File: src/rtl/core/semg_if.sv


interface semg_out_if #(parameter int SAMPLE_BITS = 16);
  logic                          valid;
  logic                          ready;
  logic signed [SAMPLE_BITS-1:0] left_out;
  logic signed [SAMPLE_BITS-1:0] right_out;
  logic                          clipped;

  modport source (output valid, output left_out, output right_out, output clipped,
                  input ready);
  modport sink   (input valid, input left_out, input right_out, input clipped,
                  output ready);
endinterface


File: src/rtl/core/semg_merge.sv
// Merging stage: joins both lane results into one result request and holds
// it in the output register until the receiver takes it.
// Depends on semg_out_if.
module semg_merge #(
  parameter int SAMPLE_BITS = 16
) (
  input  logic                          clk,
  input  logic                          rst,
  input  logic                          capture,
  input  logic signed [SAMPLE_BITS-1:0] left_res,
  input  logic signed [SAMPLE_BITS-1:0] right_res,
  input  logic                          left_clip,
  input  logic                          right_clip,
  output logic                          out_free,
  semg_out_if.source                    result_ch
);

  logic                          valid;
  logic                          valid_next;
  logic signed [SAMPLE_BITS-1:0] left_out;
  logic signed [SAMPLE_BITS-1:0] right_out;
  logic                          clipped;

  // The register can take a new result when empty or drained this cycle.
  assign out_free = !valid || result_ch.ready;

  always_comb begin
    valid_next = valid;
    if (capture) begin
      valid_next = 1'b1;
    end else if (result_ch.ready) begin
      valid_next = 1'b0;
    end
  end

  always_ff @(posedge clk) begin
    if (rst) begin
      valid <= 1'b0;
    end else begin
      valid <= valid_next;
    end
  end

  // Payload; clipped is set when either lane saturated.
  always_ff @(posedge clk) begin
    if (capture) begin
      left_out  <= left_res;
      right_out <= right_res;
      clipped   <= left_clip || right_clip;
    end
  end

  assign result_ch.valid     = valid;
  assign result_ch.left_out  = left_out;
  assign result_ch.right_out = right_out;
  assign result_ch.clipped   = clipped;

endmodule

File: src/flat_wrapper.sv
// flat-port wrapper written by rule: the top's interface ports become plain ports
module semg_merge_flat 
#(
  parameter int SAMPLE_BITS = 16
)
  (clk, rst, capture, left_res, right_res, left_clip, right_clip, out_free, result_ch_valid, result_ch_left_out, result_ch_right_out, result_ch_clipped, result_ch_ready);
  semg_out_if #(.SAMPLE_BITS(SAMPLE_BITS)) result_ch_i ();
  input  logic clk;
  input  logic rst;
  input  logic capture;
  input  logic signed [SAMPLE_BITS-1:0] left_res;
  input  logic signed [SAMPLE_BITS-1:0] right_res;
  input  logic left_clip;
  input  logic right_clip;
  output logic out_free;
  output wire logic [$bits(result_ch_i.valid)-1:0] result_ch_valid;
  output wire logic [$bits(result_ch_i.left_out)-1:0] result_ch_left_out;
  output wire logic [$bits(result_ch_i.right_out)-1:0] result_ch_right_out;
  output wire logic [$bits(result_ch_i.clipped)-1:0] result_ch_clipped;
  input wire logic [$bits(result_ch_i.ready)-1:0] result_ch_ready;
  assign result_ch_valid = result_ch_i.valid;
  assign result_ch_left_out = result_ch_i.left_out;
  assign result_ch_right_out = result_ch_i.right_out;
  assign result_ch_clipped = result_ch_i.clipped;
  assign result_ch_i.ready = result_ch_ready;
  semg_merge #(.SAMPLE_BITS(SAMPLE_BITS)) u_core (.clk(clk), .rst(rst), .capture(capture), .left_res(left_res), .right_res(right_res), .left_clip(left_clip), .right_clip(right_clip), .out_free(out_free), .result_ch(result_ch_i));
endmodule
File: config.mk
export PLATFORM = sky130hd
export DESIGN_NAME = semg_merge_flat
export DESIGN_NICKNAME = d
export VERILOG_FILES = /design/src/rtl/core/semg_if.sv /design/src/rtl/core/semg_merge.sv /design/src/flat_wrapper.sv
export SDC_FILE = /design/constraint.sdc
export NUM_CORES = 1
export LEC_CHECK = 0
export ABC_AREA = 1
export BUFFER_PORTS_ARGS = -buffer_cell sky130_fd_sc_hd__buf_4
export CAP_MARGIN = 0
export CORE_ASPECT_RATIO = 2
export CORE_MARGIN = 2
export CORE_UTILIZATION = 35
export CTS_BUF_LIST = sky130_fd_sc_hd__clkbuf_8 sky130_fd_sc_hd__clkbuf_16
export DETAILED_ROUTE_END_ITERATION = 10
export PLACE_DENSITY = 0.73
export RECOVER_POWER = 25
export SETUP_SLACK_MARGIN = 0.2
export SLEW_MARGIN = 5
export SYNTH_ARGS = -nofsm -noshare
export SYNTH_HDL_FRONTEND = slang
export SYNTH_SLANG_ARGS = --single-unit
export TNS_END_PERCENT = 1
File: constraint.sdc
create_clock -name clk -period 0.8 [get_ports clk]
set_input_delay 0.08 -clock clk [delete_from_list [all_inputs] [get_ports clk]]
set_output_delay 0.08 -clock clk [all_outputs]
set_load 0.05 [all_outputs]
# Word level (Yosys, flattened, before mapping)
# Cells that the tools add are included.
[word_totals] register_bits=34 inputBits=38 wordCells=10
[classes] muxes=2 n_reduce_logical=4
[op_table] op="$logic_or 1x1->1" count=2
[op_table] op="$mux 1" count=2
[op_table] op="$reduce_bool 2->1" count=1
[op_table] op="$logic_not 1->1" count=1

# Depth between registers and ports, before layout
[logic_depth] ltp_word=2 depth_mapped=3 depth_no_buf=3

# Worst setup path after synthesis
# No wires, ideal clock.
[synth_timing] kind="reg-to-reg" from="register, netlist name u_core.result_ch.valid" to="register u_core.valid (netlist: u_core.result_ch.valid)" setup_time_ns=0.067 t_arrival_ns=1.100 path_slack_ns=-0.366 path_stages_with_launch=3 n_path_buf=0 period_less_slack_ns=1.166 cell_sequence="dfxtp_1 -> nand2_2 -> a21oi_2"
[synth_rtl] item="end signal: assignment" line_no="semg_merge.sv:40" text="valid <= valid_next;"
[synth_rtl] item="end: declaration" line_no="semg_merge.sv:18" text="logic valid;"

# Worst setup path after layout
[layout_timing] from="register u_core.valid (netlist: u_core.result_ch.valid)" to="output port out_free"
[layout_via] elab_chain_len=2
[layout_lines] item="$logic_not 1->1" line_no="semg_merge.sv:25" text="assign out_free = !valid || result_ch.ready;"
[layout_lines] item="$logic_or 1x1->1" line_no="semg_merge.sv:25"
[layout_lines] item="end: declaration" line_no="flat_wrapper.sv:15" text="output logic out_free;"
# No other way between the ends.

==> results.ini <==
[status]
outcome=complete, but fails checks
violations=negative hold slack, negative setup slack

[final_layout]
drive_gt1_frac=0.689
area_growth_pct=81.5
final_cell_mix=34 x buf_6, 33 x edfxtp_1, 23 x buf_4
layout_commonest_cell=buf_6
diodes=0
fill_cells=229
design_area_sq_um=1890
nets=159

[synthesis]
ys_seq_area_frac=0.972
synth_cell_types=6
ys_seq_elements=34
synth_cells=39
yosysTopAreaCellShare=0.953
synth_area_leaders=edfxtp_1 95%, dfxtp_1 1.9%, a21oi_2 0.84%
synth_top_cell_by_area=edfxtp_1
yosys_warnings=0
syn_nets=77
syn_area_sq_um=1040
postSynthAreaPerCell_sq_um=26.7

[clock_network]
cts.root.buffer_cell=clkbuf_8
clkLatencyLatePin_ns=0.28
clkTransAtPathRegs_ns=0.06
cts_buffer_depth=2
cts_tree=yes
cts_max_level=2
cts_inserted_buffers=5
clock_sinks=34

[power]
powerDensity_nw_per_um2=2290
power_leakage_uw=0.000803
peakVddDrop_mv=1.60

[die]
die_h_um=81.1
core_area_sq_um=2910
io_pins=73
std_cell_rows=28
die_x_um=42.5
dieArea_sq_um=3450
start_util=0.358

[drt]
drcViolationCount=0
routed_wl_um=2340
post_drt_via_cell_ratio=4.43
ant_nets=0
drt_iter0_markers=17
wl_per_cell_um=15.4
dr_total_vias=674
dr.pass1.iters=4

[critical_path]
crit_type=flip-flop to output port
critPathArrivalTime_ns=0.85
critPathCaptureType=output port
crit_path_start_kind=flip-flop
crit_fanout=2
required_ns=0.72

[timing]
relSlewSlack=0.889
hold_ws_ns=-0.0608
finalMaxSlewViolations=0
hold_violations=32
layout_setup_ws_ns=-0.132
setup_viol=35
final.min_clock_period_ns=0.932
finalCritPeriodShare=1.17
fmax_ghz=1.07
grt_setup_unrepaired=yes
worst_pin_slew_ns=0.167
skew_ns=0

[placed_design]
io_buffers=72
pre_cts_ws_ns=0.127
dp_hpwl_um=1800
dpl_cell_area_sq_um=1660
gp_congestion=0.670

[grt]
grt_pass1_vias=660
antenna_found_initial=0
grt_pass1_wl_um=3140
grt_overflow=0
track_usage=0.135
grt_max_degree=25

[run]
maxCapViolations=0

[worst_hold_path]
hp-class=primary input to flip-flop

power by group:
group	internal [uW]	leakage, uW	switching [uW]
clock network	584	0.0000468	567
registers	2110	0.000332	68.6
logic	386	0.000424	609
total	3080	0.000803	1240
through the flow:
stage / total power (uW) / instances / util / hold slack (ns) / setup TNS [ns]
final: 4320 / 152 / 0.649 / -0.0608 / -3.86
after global routing: 4470 / 152 / 0.649 / -0.0712 / -4.85
after CTS: 4370 / 151 / 0.646 / -0.0698 / -4.33
after detailed placement: 3110 / 143 / 0.572 / 0.229 / 0
after global placement: 3080 / 143 / 0.572 / 0.226 / 0
after floorplan: 2700 / 39 / - / 0.133 / 0
worst max-delay path, cell delays in order (launching register included):
cell     delay, ns
dfxtp_4       0.38
nand2_8       0.05
buf_8         0.14
cells in the mapped netlist:
library cell   n
a21oi_2        1
dfxtp_1        1
edfxtp_1      33
inv_1          2
nand2_2        1
or2_1          1
logic make-up after synthesis:
kind of cell | share of synthesized area
and+or+nand+nor | 0.0120
buffers and inverters | 0.00722
DFF | 0.972
AOI/OAI and AO/OA | 0.00843
per-layer routing:
| layer | up-vias | routed length (um) | part of all wire | global-route usage |
|---|---|---|---|---|
| li1 | 314 | - | - | - |
| met1 | 319 | 684 | 0.29 | 0.116 |
| met2 | 35 | 1440 | 0.62 | 0.248 |
| met3 | 6 | 153 | 0.065 | 0.0467 |
| met4 | 0 | 62 | 0.026 | 0.0938 |
| met5 | - | 0 | 0 | 0 |
state kept, by name, indices dropped and copies added (netlist names):
name	cells
u_core.result_ch.clipped	1
u_core.result_ch.left_out	16
u_core.result_ch.right_out	16
u_core.result_ch.valid	1
what timing repair did:
| action | CTS | global route |
|---|---|---|
| hold endpoints to repair | 33 | 33 |
| endpoints found under the setup margin | 35 | 36 |
| pin swaps | 1 | 0 |
| buffers inserted | 0 | 1 |
| resized for setup | 36 | 0 |
final timing paths:
check / from / endpoint / slack (ns) / cells past startpoint
setup / recovery: u_core.result_ch.valid$_SDFFE_PP0P_ / out_free / -0.13 / 2
hold reg to reg: u_core.result_ch.valid$_SDFFE_PP0P_ / u_core.result_ch.valid$_SDFFE_PP0P_ / 0.59 / 3
setup reg to reg: u_core.result_ch.valid$_SDFFE_PP0P_ / u_core.result_ch.valid$_SDFFE_PP0P_ / 0.08 / 3
hold / removal: rst / u_core.result_ch.valid$_SDFFE_PP0P_ / -0.06 / 2
final cells by class:
cell class | instances | area (sq um) | share of cell area
Inverter | 2 | 7.51 | 0.00398
Tap cell | 30 | 37.5 | 0.0199
Clock inverter | 3 | 12.5 | 0.00663
Clock buffer | 5 | 68.8 | 0.0365
Multi-Input combinational cell | 3 | 35.0 | 0.0186
Timing Repair Buffer | 75 | 711 | 0.377
Sequential cell | 34 | 1010 | 0.538
No activity file was read; power rests on OpenSTA's default activity.
