`src/rtl/core/semg_pkg.sv`:
```
// Package for the stereo envelope masking gain block.
// Holds the configuration register indexes, reset values, the control types
// and the sequencer states. It depends on nothing.
package semg_pkg;

  // Configuration port widths.
  localparam int CFG_INDEX_W = 3;
  localparam int CFG_DATA_W  = 25;

  // Register indexes on the configuration port.
  localparam logic [CFG_INDEX_W-1:0] CFG_ATTACK_COEF  = 3'd0;
  localparam logic [CFG_INDEX_W-1:0] CFG_RELEASE_COEF = 3'd1;
  localparam logic [CFG_INDEX_W-1:0] CFG_COMP_SLOPE   = 3'd2;
  localparam logic [CFG_INDEX_W-1:0] CFG_COMP_MAX     = 3'd3;
  localparam logic [CFG_INDEX_W-1:0] CFG_ENV_GATE     = 3'd4;
  localparam logic [CFG_INDEX_W-1:0] CFG_SAMPLE_GATE  = 3'd5;

  // Register values after reset.
  localparam logic [24:0] ATTACK_COEF_RST  = 25'd16777;
  localparam logic [24:0] RELEASE_COEF_RST = 25'd1678;
  localparam logic [15:0] COMP_SLOPE_RST   = 16'd9830;
  localparam logic [14:0] COMP_MAX_RST     = 15'd21299;
  localparam logic [14:0] ENV_GATE_RST     = 15'd3277;
  localparam logic [14:0] SAMPLE_GATE_RST  = 15'd33;

  // A coefficient of one in Q1.24; larger coefficients are clamped to it.
  localparam logic [24:0] COEF_ONE = 25'h1000000;

  // Unity gain in Q2.14.
  localparam int GAIN_ONE = 16384;

  // Configuration register contents shared by both lanes.
  typedef struct packed {
    logic [24:0] attack_coef;
    logic [24:0] release_coef;
    logic [15:0] comp_slope;
    logic [14:0] comp_max;
    logic [14:0] env_gate;
    logic [14:0] sample_gate;
  } cfg_regs_t;

  // Step strobes from the sequencer to the lanes.
  typedef struct packed {
    logic load;
    logic env_mul;
    logic env_add;
    logic slope_mul;
    logic gain_calc;
    logic out_mul;
  } lane_ctrl_t;

  // Sequencer states: idle, then one per step of the lane sequence.
  typedef enum logic [2:0] {
    ST_IDLE,
    ST_ENV_MUL,
    ST_ENV_ADD,
    ST_SLOPE_MUL,
    ST_GAIN,
    ST_OUT_MUL,
    ST_DONE
  } semg_state_t;

endpackage

```
`src/rtl/core/semg_lane.sv`:
```
// One channel lane: envelope follower and compensation gain for one sample.
// Steps are strobed by the sequencer in the top level.
// Depends on semg_pkg.
module semg_lane #(
  parameter int SAMPLE_BITS = 16
) (
  input  logic                          clk,
  input  logic                          rst,
  input  semg_pkg::lane_ctrl_t          ctrl,
  input  semg_pkg::cfg_regs_t           cfg,
  input  logic signed [SAMPLE_BITS-1:0] sample_in,
  output logic signed [SAMPLE_BITS-1:0] result,
  output logic                          clip
);

  localparam int SHIFT = 32 - SAMPLE_BITS;
  localparam int P3_W  = SAMPLE_BITS + 18;

  localparam logic signed [58:0]     ROUND24 = 59'sd8388608;
  localparam logic signed [49:0]     ROUND33 = 50'sd4294967296;
  localparam logic signed [49:0]     UNITY   = 50'(semg_pkg::GAIN_ONE);
  localparam logic signed [P3_W-1:0] ROUND14 = P3_W'(8192);
  localparam logic signed [P3_W-1:0] SAT_HI  =
    {{(P3_W-SAMPLE_BITS+1){1'b0}}, {(SAMPLE_BITS-1){1'b1}}};
  localparam logic signed [P3_W-1:0] SAT_LO  = ~SAT_HI;

  logic signed [SAMPLE_BITS-1:0] sample;
  logic [31:0]                   mag;
  logic [31:0]                   env;
  logic signed [58:0]            prod1;
  logic signed [49:0]            prod2;
  logic                          gate;
  logic signed [17:0]            gain;
  logic signed [P3_W-1:0]        prod3;

  logic signed [32:0]  in_q31;
  logic signed [32:0]  in_abs;
  logic signed [32:0]  s_q31;
  logic signed [32:0]  diff;
  logic [24:0]         coef_raw;
  logic [24:0]         coef;
  logic signed [58:0]  env_sum;
  logic signed [32:0]  env_minus_mag;
  logic                gate_next;
  logic signed [49:0]  gain_rnd;
  logic signed [49:0]  gain_full;
  logic signed [49:0]  gain_cap;
  logic signed [P3_W-1:0] y_rnd;
  logic                y_over;
  logic                y_under;

  // Magnitude of the incoming sample in Q1.31.
  always_comb begin
    in_q31 = 33'(sample_in) <<< SHIFT;
    in_abs = in_q31[32] ? -in_q31 : in_q31;
    s_q31  = 33'(sample) <<< SHIFT;
  end

  // Envelope step: pick attack or release, clamp to one.
  always_comb begin
    diff     = $signed({1'b0, mag}) - $signed({1'b0, env});
    coef_raw = (diff > 33'sd0) ? cfg.attack_coef : cfg.release_coef;
    coef     = (coef_raw > semg_pkg::COEF_ONE) ? semg_pkg::COEF_ONE : coef_raw;
    env_sum  = $signed({27'd0, env}) + ((prod1 + ROUND24) >>> 24);
  end

  // Gates and distance of the updated envelope from the magnitude.
  always_comb begin
    env_minus_mag = $signed({1'b0, env}) - $signed({1'b0, mag});
    gate_next     = (s_q31 > $signed({2'b00, cfg.sample_gate, 16'd0})) &&
                    (env > {1'b0, cfg.env_gate, 16'd0});
  end

  // Compensation gain, capped.
  always_comb begin
    gain_rnd  = (prod2 + ROUND33) >>> 33;
    gain_full = gain_rnd + UNITY;
    gain_cap  = $signed({35'd0, cfg.comp_max});
  end

  // Rounding and saturation of the scaled sample; the sample passes unchanged when the gate is closed.
  always_comb begin
    y_rnd   = (prod3 + ROUND14) >>> 14;
    y_over  = y_rnd > SAT_HI;
    y_under = y_rnd < SAT_LO;
    if (!gate) begin
      result = sample;
    end else if (y_over) begin
      result = SAT_HI[SAMPLE_BITS-1:0];
    end else if (y_under) begin
      result = SAT_LO[SAMPLE_BITS-1:0];
    end else begin
      result = y_rnd[SAMPLE_BITS-1:0];
    end
    clip = gate && (y_over || y_under);
  end

  // Envelope state.
  always_ff @(posedge clk) begin
    if (rst) begin
      env <= '0;
    end else if (ctrl.env_add) begin
      env <= env_sum[31:0];
    end
  end

  // Datapath registers, loaded by the step strobes.
  always_ff @(posedge clk) begin
    if (ctrl.load) begin
      sample <= sample_in;
      mag    <= in_abs[31:0];
    end
    if (ctrl.env_mul) begin
      prod1 <= 59'($signed({1'b0, coef})) * 59'(diff);
    end
    if (ctrl.slope_mul) begin
      prod2 <= 50'($signed({1'b0, cfg.comp_slope})) * 50'(env_minus_mag);
      gate  <= gate_next;
    end
    if (ctrl.gain_calc) begin
      gain <= (gain_full > gain_cap) ? gain_cap[17:0] : gain_full[17:0];
    end
    if (ctrl.out_mul) begin
      prod3 <= P3_W'(sample) * P3_W'(gain);
    end
  end

endmodule

```
`config.mk`:
```
export PLATFORM = sky130hd
export DESIGN_NAME = semg_lane
export DESIGN_NICKNAME = d
export VERILOG_FILES = /design/src/rtl/core/semg_pkg.sv /design/src/rtl/core/semg_lane.sv
export SDC_FILE = /design/constraint.sdc
export NUM_CORES = 2
export LEC_CHECK = 0
export BUFFER_PORTS_ARGS = -buffer_cell sky130_fd_sc_hd__buf_2
export CORE_AREA = 2 2 370 336
export DETAILED_ROUTE_END_ITERATION = 7
export DIE_AREA = 0 0 372 338
export PLACE_DENSITY_LB_ADDON = 0.08
export SLEW_MARGIN = 10
export SYNTH_ARGS = -nofsm -noshare
export SYNTH_HDL_FRONTEND = slang
export SYNTH_SLANG_ARGS = --single-unit
```
`constraint.sdc`:
```
create_clock -name clk -period 14.7 [get_ports clk]
set_clock_uncertainty 0.15 [all_clocks]
set_input_delay 2.205 -clock clk [delete_from_list [all_inputs] [get_ports clk]]
set_output_delay 2.205 -clock clk [all_outputs]
set_load 0.02 [all_outputs]
```
* After elaboration in Yosys (flattened, before gate mapping)
Cells that the tools add are included.
** Storage, ports and cells
- Bits of input ports :: 135
- Output and inout port bits :: 17
- Logic and storage cells :: 38
- Register bits after elaboration :: 239
** Cells by class
- $mul :: 3
- $lt $le $gt $ge :: 7
- Add/sub/neg operators :: 8
- Reduce and logical (&&, ||, !) cells :: 3
- Muxes and demuxes :: 7
** Operators with widths (count)
- 32-bit by 32-bit subtractor with 33-bit output :: 2
- 56-bit by 25-bit adder with 56-bit output, second input constant :: 1
- 26-bit by 33-bit multiplier with 56-bit output :: 1
- 50-bit by 34-bit adder with 50-bit output, second input constant :: 1
- 17-bit by 33-bit multiplier with 50-bit output :: 1
- 25-bit 2-to-1 mux :: 2
- 16-bit 2-to-1 mux :: 3
- 34-bit by 15-bit adder with 34-bit output, second input constant :: 1
- 16-bit by 18-bit multiplier with 34-bit output :: 1
- 33-bit by 1-bit greater-than comparator with 1-bit output, second input constant :: 1
- 32-bit adder :: 1
- 32-bit by 31-bit greater-than comparator with 1-bit output :: 1
- 32-bit greater-than comparator :: 1
- 32-bit negator :: 1
- 31-bit 2-to-1 mux :: 1
- 25-bit greater-than comparator, second input constant :: 1
- 20-bit by 16-bit greater-than comparator with 1-bit output, second input constant :: 1
- 20-bit by 16-bit < comparator with 1-bit output, second input constant :: 1
- 17-bit by 16-bit adder with 18-bit output, second input constant :: 1
- 18-bit by 16-bit greater-than comparator with 1-bit output :: 1
- 15-bit 2-to-1 mux :: 1
- 1-bit logical AND :: 2
- 1-bit logical OR :: 1

* Longest topological paths before layout
- Depth after elaboration :: 6
- Mapped depth :: 48
- Mapped depth without buffers :: 41

* Worst setup path before layout
No wires, ideal clock.
- Path kind :: flip-flop to flip-flop
- Start :: register env[0]
- End :: register prod1[49], data pin
- Required time :: 14.290 ns
- Library setup time :: 0.260 ns
- Path buffers :: 6
- Arrival time :: 10.702 ns
- Period minus slack after synthesis :: 11.111 ns
- Slack :: 3.589 ns
- Cell stages (with the launch flop) :: 45
- Cell sequence :: dfxtp_1 -> buf_6 -> inv_1 -> clkbuf_1 -> ha_1 -> nor3b_4 -> nand3_1 -> or3_1 -> or3_1 -> a2111o_1 -> or4_4 -> nor4b_4 -> nor2_1 -> o21ai_1 -> clkbuf_1 -> clkbuf_1 -> or2_2 -> clkbuf_1 -> [... 9 more ...] -> inv_1 -> fa_1 -> fa_1 -> inv_1 -> fa_1 -> inv_1 -> ha_1 -> nor2b_1 -> o21ai_0 -> nand3_1 -> nor2_1 -> o31a_1 -> a31oi_2 -> a41oi_2 -> o21ai_1 -> or4_4 -> a31oi_1 -> xnor2_1
** On the way
- Cells in the longest elaborated chain, start to end :: 6
** Ends and longest elaborated chain
- from (decl) :: RTL line semg_lane.sv:29 : logic [31:0] env;
- from (signal assigned) :: RTL line semg_lane.sv:103 : env <= env_sum[31:0];
- 32-bit by 32-bit subtractor with 33-bit output (*) :: RTL line semg_lane.sv:61 : diff = $signed({1'b0, mag}) - $signed({1'b0, env});
- 33-bit by 1-bit greater-than comparator with 1-bit output :: RTL line semg_lane.sv:62 : coef_raw = (diff > 33'sd0) ? cfg.attack_coef : cfg.release_coef;
- 25-bit 2-to-1 mux :: RTL line semg_lane.sv:62
- 25-bit greater-than comparator :: RTL line semg_lane.sv:63 : coef = (coef_raw > semg_pkg::COEF_ONE) ? semg_pkg::COEF_ONE : coef_raw;
- 25-bit 2-to-1 mux :: RTL line semg_lane.sv:63
- 26-bit by 33-bit multiplier with 56-bit output (*) :: RTL line semg_lane.sv:114 : prod1 <= 59'($signed({1'b0, coef})) * 59'(diff);
- to (signal assigned) :: RTL line semg_lane.sv:114
- to (decl) :: RTL line semg_lane.sv:30 : logic signed [58:0] prod1;
Every way passes the cells marked *; elsewhere a longest branch is shown, timed or not.
A chain may end at the register's enable or synchronous reset.

==> impl_metrics.tcl <==
set metrics [dict create \
    die_w_um 372 \
    via_count 49653 \
    cts_tree "yes" \
    synthArstFlopShare 0 \
    viasPerCell 5.497 \
    core_um2 122000 \
    synth_area_um2 66670 \
    yosys.area_share.xor_xnor 0.03153 \
    finalMaxSlewViolations 0 \
    relSlewSlack 0.1402 \
    ctsHtreeMaxLevel 4 \
    avgSynthCellArea_um2 8.978 \
    grt-ovfl-total 0 \
    synth_enable_flop_cells 122 \
    hold_violations 0 \
    clk_pin_slew_worst_paths_ns 0.08 \
    outcome "finished, final reports clean" \
    criticalPathCategory "reg -> reg" \
    synthSimpleGateAreaFrac 0.1547 \
    cp_max_fo 40 \
    place_area_um2 69340 \
    yosys.area.top_type "fa_1" \
    firstDrtPassIters 6 \
    seq_area_frac_synth 0.06456 \
    clockBufferDepth 2 \
    synthMuxAreaShare 0.01036 \
    grt_max_degree 42 \
    first_iter_violations 3992 \
    final_common_cell "inv_1" \
    cp_common_cell "fa_1" \
    fin_tns_setup_ns 0 \
    drive_gt1_frac 0.05392 \
    dieArea_um2 125700 \
    dp_hpwl_um 159700 \
    postCtsSetupRepairBufs 0 \
    synth_ff_type "edfxtp_1" \
    synth_compound_area_frac 0.04453 \
    numPortBuffers 151 \
    cts_sinks 154 \
    cp_slowest_cell "edfxtp_1" \
    drc 0 \
    synthesis.nets 9636 \
    critPathCaptureType "flop" \
    cts-root-buf "clkbuf_16" \
    finalWirelength_um 193900 \
    critPathArrivalTime_ns 13.81 \
    synth_top_family_by_area "adder cells" \
    netlist_top_cells_area "fa_1 48%, inv_1 11%, ha_1 8.7%" \
    min_path_type "reg -> reg" \
    track_usage 0.3237 \
    rsz0062_at_grt "no" \
    antenna_left 0 \
    finalInstanceArea_um2 69950 \
    hold_buffers 0 \
    grt_pass1_vias 52547 \
    wire_per_inst_um 21.46 \
    synth_cell_type_count 79 \
    grt_pass1_wl_um 306300 \
    place.gp.congestion 1.005 \
    maxCapViolCount 0 \
    startpoint_type "flop" \
    ys_warn_count 0 \
    final_nets 9615 \
    period_needed_ns 13.71 \
    yosysTopAreaCellShare 0.4831 \
    antenna_found_initial 4 \
    setup_viol 0 \
    die_y_um 338 \
    mostFrequentLayoutCells "1867 x inv_1, 1609 x fa_1, 839 x nand2_1, 689 x nor2_1, 466 x ha_1" \
    ys_seq_elements 154 \
    clk_latency_ns 0.50 \
    syn_inst 7426 \
    synth-adder-area-share 0.5706 \
    syn_to_final_growth_pct 4.925 \
    utilization 0.5735 \
    cts.repair.resized 0 \
    initial_utilization 0.5466 \
    worst-endpoint-required_ns 14.80 \
    min_period_over_period 0.9325 \
    timing.fmax_mhz 72.95 \
    fp-row-count 122 \
    max_stage_delay_ns 0.95 \
    cts_buffers 17 \
    num_io_pins 152 \
    worst_pin_slew_ns 1.284 \
    timing.hold.ws_ns 0.4679 \
]
==> registers in the layout (all words and copies together), names as in the netlist <==
name	cells
env	32
gain	18
gate	1
mag	15
prod1	33
prod2	18
prod3	21
sample	16
==> worst paths after layout <==
path,startpoint,end,slack (ns),cells after the start
hold reg to reg,env[16]$_SDFFE_PP0P_,env[16]$_SDFFE_PP0P_,0.47,2
setup / recovery,sample[0]$_DFFE_PP_,prod1[38]$_DFFE_PP_,0.99,41
hold / removal,env[16]$_SDFFE_PP0P_,env[16]$_SDFFE_PP0P_,0.47,2
setup reg to reg,sample[0]$_DFFE_PP_,prod1[38]$_DFFE_PP_,0.99,41
==> cell families (layout without fill, tap and decap cells) <==
group | count (synthesis) | after routing
AO/OA/AOI/OAI | 436 | 436
XOR/XNOR | 240 | 240
adder cells (fa/ha/maj) | 2075 | 2075
buffers and inverters | 2188 | 2180
flip-flops | 154 | 154
multiplexers | 67 | 67
other | 0 | 2
AND/OR/NAND/NOR | 2266 | 2266
==> layout make-up <==
| class | count | area, µm² |
|---|---|---|
| clock buffers | 17 | 425.4 |
| well taps | 1612 | 2017 |
| clock inverters | 15 | 186.4 |
| flip-flops and latches | 154 | 4304 |
| fillers | 11137 | 52010 |
| multi-input cells | 5084 | 54270 |
| diodes | 2 | 5.005 |
| repair buffers | 281 | 1732 |
| inverters | 1867 | 7008 |
==> synthesized netlist by cell type, types with 35 or more instances <==
master	n
a21o_1	57
and2_1	309
inv_1	1867
xnor2_1	177
nand2b_1	63
and3_1	38
ha_1	466
mux2i_1	51
nand4_1	35
nor2_1	694
xor2_1	63
o21a_1	55
nand3_1	68
o21ai_0	73
clkbuf_1	278
a21oi_1	92
fa_1	1609
or3_1	37
nor3_1	62
edfxtp_1	122
nand2_1	839
==> metal layers <==
metal,vias to the layer above,GRT usage,share of wire
met1,25624,0.4709,0.43
li1,21785,-,-
met3,238,0.08893,0.11
met5,-,0,0
met2,2006,0.4862,0.44
met4,0,0.06829,0.022
==> critical path: cells and delay by family, from the launching register on <==
family | cells | cell delay, ns
buf+inv | 8 | 1.71
xor+xnor | 1 | 0.14
compound gates | 13 | 4.05
flops | 1 | 0.95
fa+ha+maj | 9 | 4.17
simple gates | 10 | 2.19
==> per-stage QoR <==
stage / std cells / worst slack [ns]
final: 9032 / 0.9928
after global routing: 9030 / 0.2598
after CTS: 9030 / 1.236
after detailed placement: 8998 / 1.378
after global placement: 8998 / 1.743
after floorplan: 7426 / 3.589
Power is left out: the tool's default activity adds up to more than one toggle a clock period on the data nets, which glitch-free logic cannot reach.
